$ cat src/rmsbn_pkg.sv
// types and constants of the record sorter
package rmsbn_pkg;

   localparam int KEY_BITS = 160;

   typedef struct packed {
      logic [63:0] name_head;
      logic [63:0] name_middle;
      logic [31:0] name_tail;
      logic [1:0]  blood_group;
      logic        available;
      logic        last;
   } req_type;

   typedef struct packed {
      logic [63:0] out_name_head;
      logic [63:0] out_name_middle;
      logic [31:0] out_name_tail;
      logic [1:0]  out_blood_group;
      logic        out_available;
      logic        out_last;
      logic        overflowed;
   } rsp_type;

   // one stored record: name key followed by the carried fields
   typedef struct packed {
      logic [KEY_BITS-1:0] name;
      logic [1:0]          blood_group;
      logic                available;
   } rec_type;

   typedef enum logic [1:0] {
      ST_LOAD,
      ST_SETTLE,
      ST_DRAIN
   } state_type;

endpackage

$ cat src/rmsbn_cell.sv
// one cell of the systolic insertion sorter
module rmsbn_cell #(
   parameter int SEQ_W = 6
) (
   input  logic                clock,
   input  logic                reset,
   input  logic                shift,
   input  logic                in_valid,
   input  rmsbn_pkg::rec_type  in_rec,
   input  logic [SEQ_W-1:0]    in_seq,
   output logic                out_valid,
   output rmsbn_pkg::rec_type  out_rec,
   output logic [SEQ_W-1:0]    out_seq,
   input  logic                right_valid,
   input  rmsbn_pkg::rec_type  right_rec,
   input  logic [SEQ_W-1:0]    right_seq,
   output logic                held_valid,
   output rmsbn_pkg::rec_type  held_rec,
   output logic [SEQ_W-1:0]    held_seq
);

   logic               held_valid_ff, held_valid_in;
   rmsbn_pkg::rec_type held_rec_ff, held_rec_in;
   logic [SEQ_W-1:0]   held_seq_ff, held_seq_in;
   logic               out_valid_ff, out_valid_in;
   rmsbn_pkg::rec_type out_rec_ff, out_rec_in;
   logic [SEQ_W-1:0]   out_seq_ff, out_seq_in;
   logic               take_in;

   // arrival number breaks ties, so equal names keep load order
   assign take_in = in_valid &&
      (!held_valid_ff || ({in_rec.name, in_seq} < {held_rec_ff.name, held_seq_ff}));

   always_comb begin
      held_valid_in = held_valid_ff;
      held_rec_in   = held_rec_ff;
      held_seq_in   = held_seq_ff;
      out_valid_in  = 1'b0;
      out_rec_in    = in_rec;
      out_seq_in    = in_seq;
      if (shift) begin
         held_valid_in = right_valid;
         held_rec_in   = right_rec;
         held_seq_in   = right_seq;
      end else if (in_valid) begin
         out_valid_in = held_valid_ff;
         if (take_in) begin
            held_valid_in = 1'b1;
            held_rec_in   = in_rec;
            held_seq_in   = in_seq;
            out_rec_in    = held_rec_ff;
            out_seq_in    = held_seq_ff;
         end
      end
   end

   always_ff @(posedge clock) begin
      if (reset) begin
         held_valid_ff <= 1'b0;
         out_valid_ff  <= 1'b0;
      end else begin
         held_valid_ff <= held_valid_in;
         out_valid_ff  <= out_valid_in;
      end
      held_rec_ff <= held_rec_in;
      held_seq_ff <= held_seq_in;
      out_rec_ff  <= out_rec_in;
      out_seq_ff  <= out_seq_in;
   end

   assign out_valid  = out_valid_ff;
   assign out_rec    = out_rec_ff;
   assign out_seq    = out_seq_ff;
   assign held_valid = held_valid_ff;
   assign held_rec   = held_rec_ff;
   assign held_seq   = held_seq_ff;

endmodule

$ cat config.mk
export PLATFORM = sky130hd
export DESIGN_NAME = rmsbn_cell
export DESIGN_NICKNAME = d
export VERILOG_FILES = /design/src/rmsbn_pkg.sv /design/src/rmsbn_cell.sv
export SDC_FILE = /design/constraint.sdc
export NUM_CORES = 1
export LEC_CHECK = 0
export BUFFER_PORTS_ARGS = -buffer_cell sky130_fd_sc_hd__buf_4
export CORE_AREA = 2 2 262 264
export DETAILED_ROUTE_END_ITERATION = 12
export DIE_AREA = 0 0 264 266
export SYNTH_ARGS = -nofsm -noshare
export SYNTH_HDL_FRONTEND = slang
export SYNTH_SLANG_ARGS = --single-unit
$ cat constraint.sdc
create_clock -name clock -period 22.1 [get_ports clock]
set_input_delay 4.42 -clock clock [delete_from_list [all_inputs] [get_ports clock]]
set_output_delay 4.42 -clock clock [all_outputs]
set_load 0.01 [all_outputs]
==> results.txt <==
The run finished with clean final reports. The highest clock frequency the design can meet came out at 108 MHz. The count of input and output buffers came out at 682. The worst hold path terminates at out_rec[2]$_DFF_P_.

The post-route setup TNS is 0 ns. The number of standard cells after synthesis is around 1900. The fraction of registers with async set/reset came out at 0%.

The data required time of the worst path is 22.27 ns. The final clock skew is 0.0263 ns. The wire length after detailed routing is between 60000 and 70000 microns. In this run the critical register-to-register path is launched from held_rec[76]$_DFFE_PP_.

The count of distinct cell types in the synthesized netlist came out at 46. The number of detailed-route iterations in the first pass is 5. The most used flip-flop cell after synthesis is sky130_fd_sc_hd__dfxtp_1. The vias after detailed routing came out at between 15000 and 20000. Sorting the synthesized cells by area gives the leading types as sky130_fd_sc_hd__edfxtp_1, sky130_fd_sc_hd__dfxtp_1, sky130_fd_sc_hd__ha_1.

The TritonCTS buffer count came out at 41. The clock-pin slew on the worst setup and hold paths came out at 0.05 ns. The area share of the largest cell type after synthesis came out at about 27%. The pin count of the biggest net entering global routing came out at 172. The CTS tree is built. The total power after layout came out at 0.00192 W.

The first global-routing pass estimated 101000 microns of wire. The global-route total usage across every layer came out at 18.9%. The number of global-route vias before repair came to 15500.

The slack of the worst reg-to-reg path is 16.39 ns. Tracing the worst setup path back leads to its startpoint at in_rec[76]. Headroom to the max-slew limit came out at 26.1%. The highest fanout seen on the critical path is 171. The length in cells of the worst reg-to-reg path is 14. The detailed router's first-iteration violation count is 972. The most common cell in the synthesized netlist is sky130_fd_sc_hd__nand2_1. The number of cell rows is 96. In the final layout, the share of cells above drive strength 1 is 36.4%. For this run, the number of Yosys warnings is 0. The clock latency on the worst-skew pair came out at 0.57 ns. The area growth from synthesis to layout is 38.7%.

The number of placed I/O pins came out at 683. For this run the aggregate overflow at the end of global routing stands at 0. The element type at the critical path start is an input pin.

The worst-case vdd ir drop came out at 0.0514 mV. The signal arrival time at the worst endpoint came out at 9.44 ns. The biggest area contributor in the post-synthesis netlist is sky130_fd_sc_hd__edfxtp_1. The total leakage power is roughly 12 nW.

The worst-case clock buffer depth is 3. The initial antenna violation count came out at 4. The net count of the finished layout is 3044. Setup repair after global routing left no endpoint under its margin.

The placer congestion estimate is around 0.85. Dividing the detail-routed wire length by the instance count gives approximately 20 microns. The cell area power density came out at 74.5 mW/mm^2. The hold buffer count at cts is 0. The fraction of the cycle the final worst path needs came out at 41.9%. The total DRC errors in the routed layout came out at 0. The die is roughly 260 microns wide.

The number of levels the H-tree was split into came out at 2. The sequential standard cell area came out at 0.00850 sq mm. The worst setup path is captured at a flop.

The synthesized netlist net count came out at roughly 2400. Counting instances, the worst hold path has a depth of 1. The floorplan step set the die height to around 270 microns. The share of the yosys chip area belonging to registers came out at between 40% and 50%.

The register bit count reported by yosys came out at 340. The kind of critical path is in2reg. The post-CTS resize count is 0. The total area of multi-input combinational cells is 0.00893 sq mm.

The startpoint identified for the worst hold timing path is held_rec[2]$_DFFE_PP_. Counting instances in the post-synthesis netlist gives the leading cell types as sky130_fd_sc_hd__nand2_1, sky130_fd_sc_hd__o21ai_0, sky130_fd_sc_hd__a21o_1, sky130_fd_sc_hd__dfxtp_1. The setup fix buffers added after clock tree synthesis is 0.

The count of final hold-check violations was 0. The buffer cell driving the clock tree root is sky130_fd_sc_hd__clkbuf_16. The initial utilization of the core area, before any placement, comes to 27.4%. The endpoint identified for the worst register-to-register timing path is held_rec[57]$_DFFE_PP_.

The half-perimeter wire length of the detailed placement result came out at between 50000 and 60000 microns. The slew at the pin with the worst max-slew slack came out at 1.10 ns. The average instance area after synthesis is roughly 9.8 sq um. The path class of the tightest hold or removal check is reg2reg. The worst path in the final design needs a cycle of 9.27 ns, including I/O delays and setup. After filler insertion, the fill cell instance count of the layout stands at between 6000 and 7000.

The area of the core is 0.0677 sq mm. The mean number of vias per cell is ~4.7. The die covers 0.0702 sq mm.

The netlist area before placement came out at 0.0185 sq mm. The clock net sink count is 340. Max-cap violations in this run came to 0.

The number of setup violations in the final report came out at 0. The residual antenna-violating net count after detailed routing is 0. The count of final max-slew check failures was 0. The number of enable-type register cells in the synthesized netlist is 169.
[registers in the layout (all words and copies together), names as in the netlist]
name,count
out_rec,163
held_seq,6
held_valid,1
held_rec,163
out_seq,6
out_valid,1
[through the flow]
step           setup WS, ns  utilization, %  cells  hold slack [ns]  instance area [sq um]
5_1_grt               12.43            38.0   3453            0.513                  25700
3_5_place_dp          11.98            36.0   3375            0.470                  24400
4_1_cts               12.56            38.0   3450            0.481                  25700
6_report              12.83            38.0   3453            0.474                  25700
2_1_floorplan          7.25               -   1890            0.517                  18500
3_3_place_gp          11.99            36.0   3375            0.467                  24400
[cell families (layout without fill, tap and decap cells)]
group	count (synthesis)	count (layout)	synth area share (%)
AOI/OAI and AO/OA	475	475	15.8
DFF	340	340	45.8
and+or+nand+nor	479	479	10.8
other	0	3	0
buffers and inverters	262	940	6.22
adders and majority gates	165	165	11.1
muxes	169	169	10.3
[power by group]
group / internal, W / leakage [nW] / switching [W]
Sequential: 0.000741 / 3.16 / 0.0000429
Clock: 0.000388 / 0.630 / 0.000279
Combinational: 0.000220 / 8.59 / 0.000245
[layout make-up]
| type | count | share of cell area [%] |
|---|---|---|
| timing repair buffer | 696 | 20.4 |
| antenna | 3 | 0.0292 |
| sequential | 340 | 33.0 |
| clock inverter | 7 | 0.355 |
| inverter | 169 | 2.47 |
| multi-input combinational | 1288 | 34.7 |
| clock buffer | 68 | 4.73 |
| tap | 882 | 4.29 |
[how the worst max path moves through the flow]
| stage | cells past startpoint | slack [ns] | end |
|---|---|---|---|
| 6_report | 14 | 12.83 | held_rec[57]$_DFFE_PP_ |
| 5_1_grt | 14 | 12.43 | held_rec[57]$_DFFE_PP_ |
| 4_1_cts | 14 | 12.56 | held_rec[57]$_DFFE_PP_ |
| 3_5_place_dp | 14 | 11.98 | held_rec[57]$_DFFE_PP_ |
| 3_3_place_gp | 14 | 11.99 | held_rec[57]$_DFFE_PP_ |
| 2_1_floorplan | 12 | 7.25 | held_rec[0]$_DFFE_PP_ |
[cells in the final DEF, fill, tap and decap left out, drive strengths merged, types with 4 or more instances in the layout]
cell      n
mux2    169
nor4      8
clkbuf   69
nand3    14
a211oi    8
a221oi    6
a21oi    71
edfxtp  169
dfxtp   171
clkinv    4
nor3      9
ha      165
inv     170
o21ai   196
o211ai    5
buf     695
nand2   386
nor2     21
a21o    171
o21a      4
nand4    32
[routing by layer]
layer / GRT usage (%) / vias up / share of wire [%]
met2: 31.2 / 574 / 47
met4: 7.59 / 0 / 3.9
met3: 4.35 / 121 / 6.4
met5: 0 / - / 0
met1: 23.9 / 7638 / 43
li1: - / 7930 / -
[worst max-delay path, cell delays in order]
cell	delay, ns
sky130_fd_sc_hd__buf_4	0.13
sky130_fd_sc_hd__ha_1	0.31
sky130_fd_sc_hd__a21oi_1	0.14
sky130_fd_sc_hd__o21ai_0	0.34
sky130_fd_sc_hd__a221oi_1	0.82
sky130_fd_sc_hd__o211ai_1	0.27
sky130_fd_sc_hd__a21oi_1	0.24
sky130_fd_sc_hd__o21ai_2	0.09
sky130_fd_sc_hd__a21oi_4	0.14
sky130_fd_sc_hd__buf_12	0.44
sky130_fd_sc_hd__nor2b_1	0.17
sky130_fd_sc_hd__o21bai_4	0.14
sky130_fd_sc_hd__buf_4	0.75
sky130_fd_sc_hd__buf_4	0.82
Note: power is estimated with default switching activity, not from simulation.
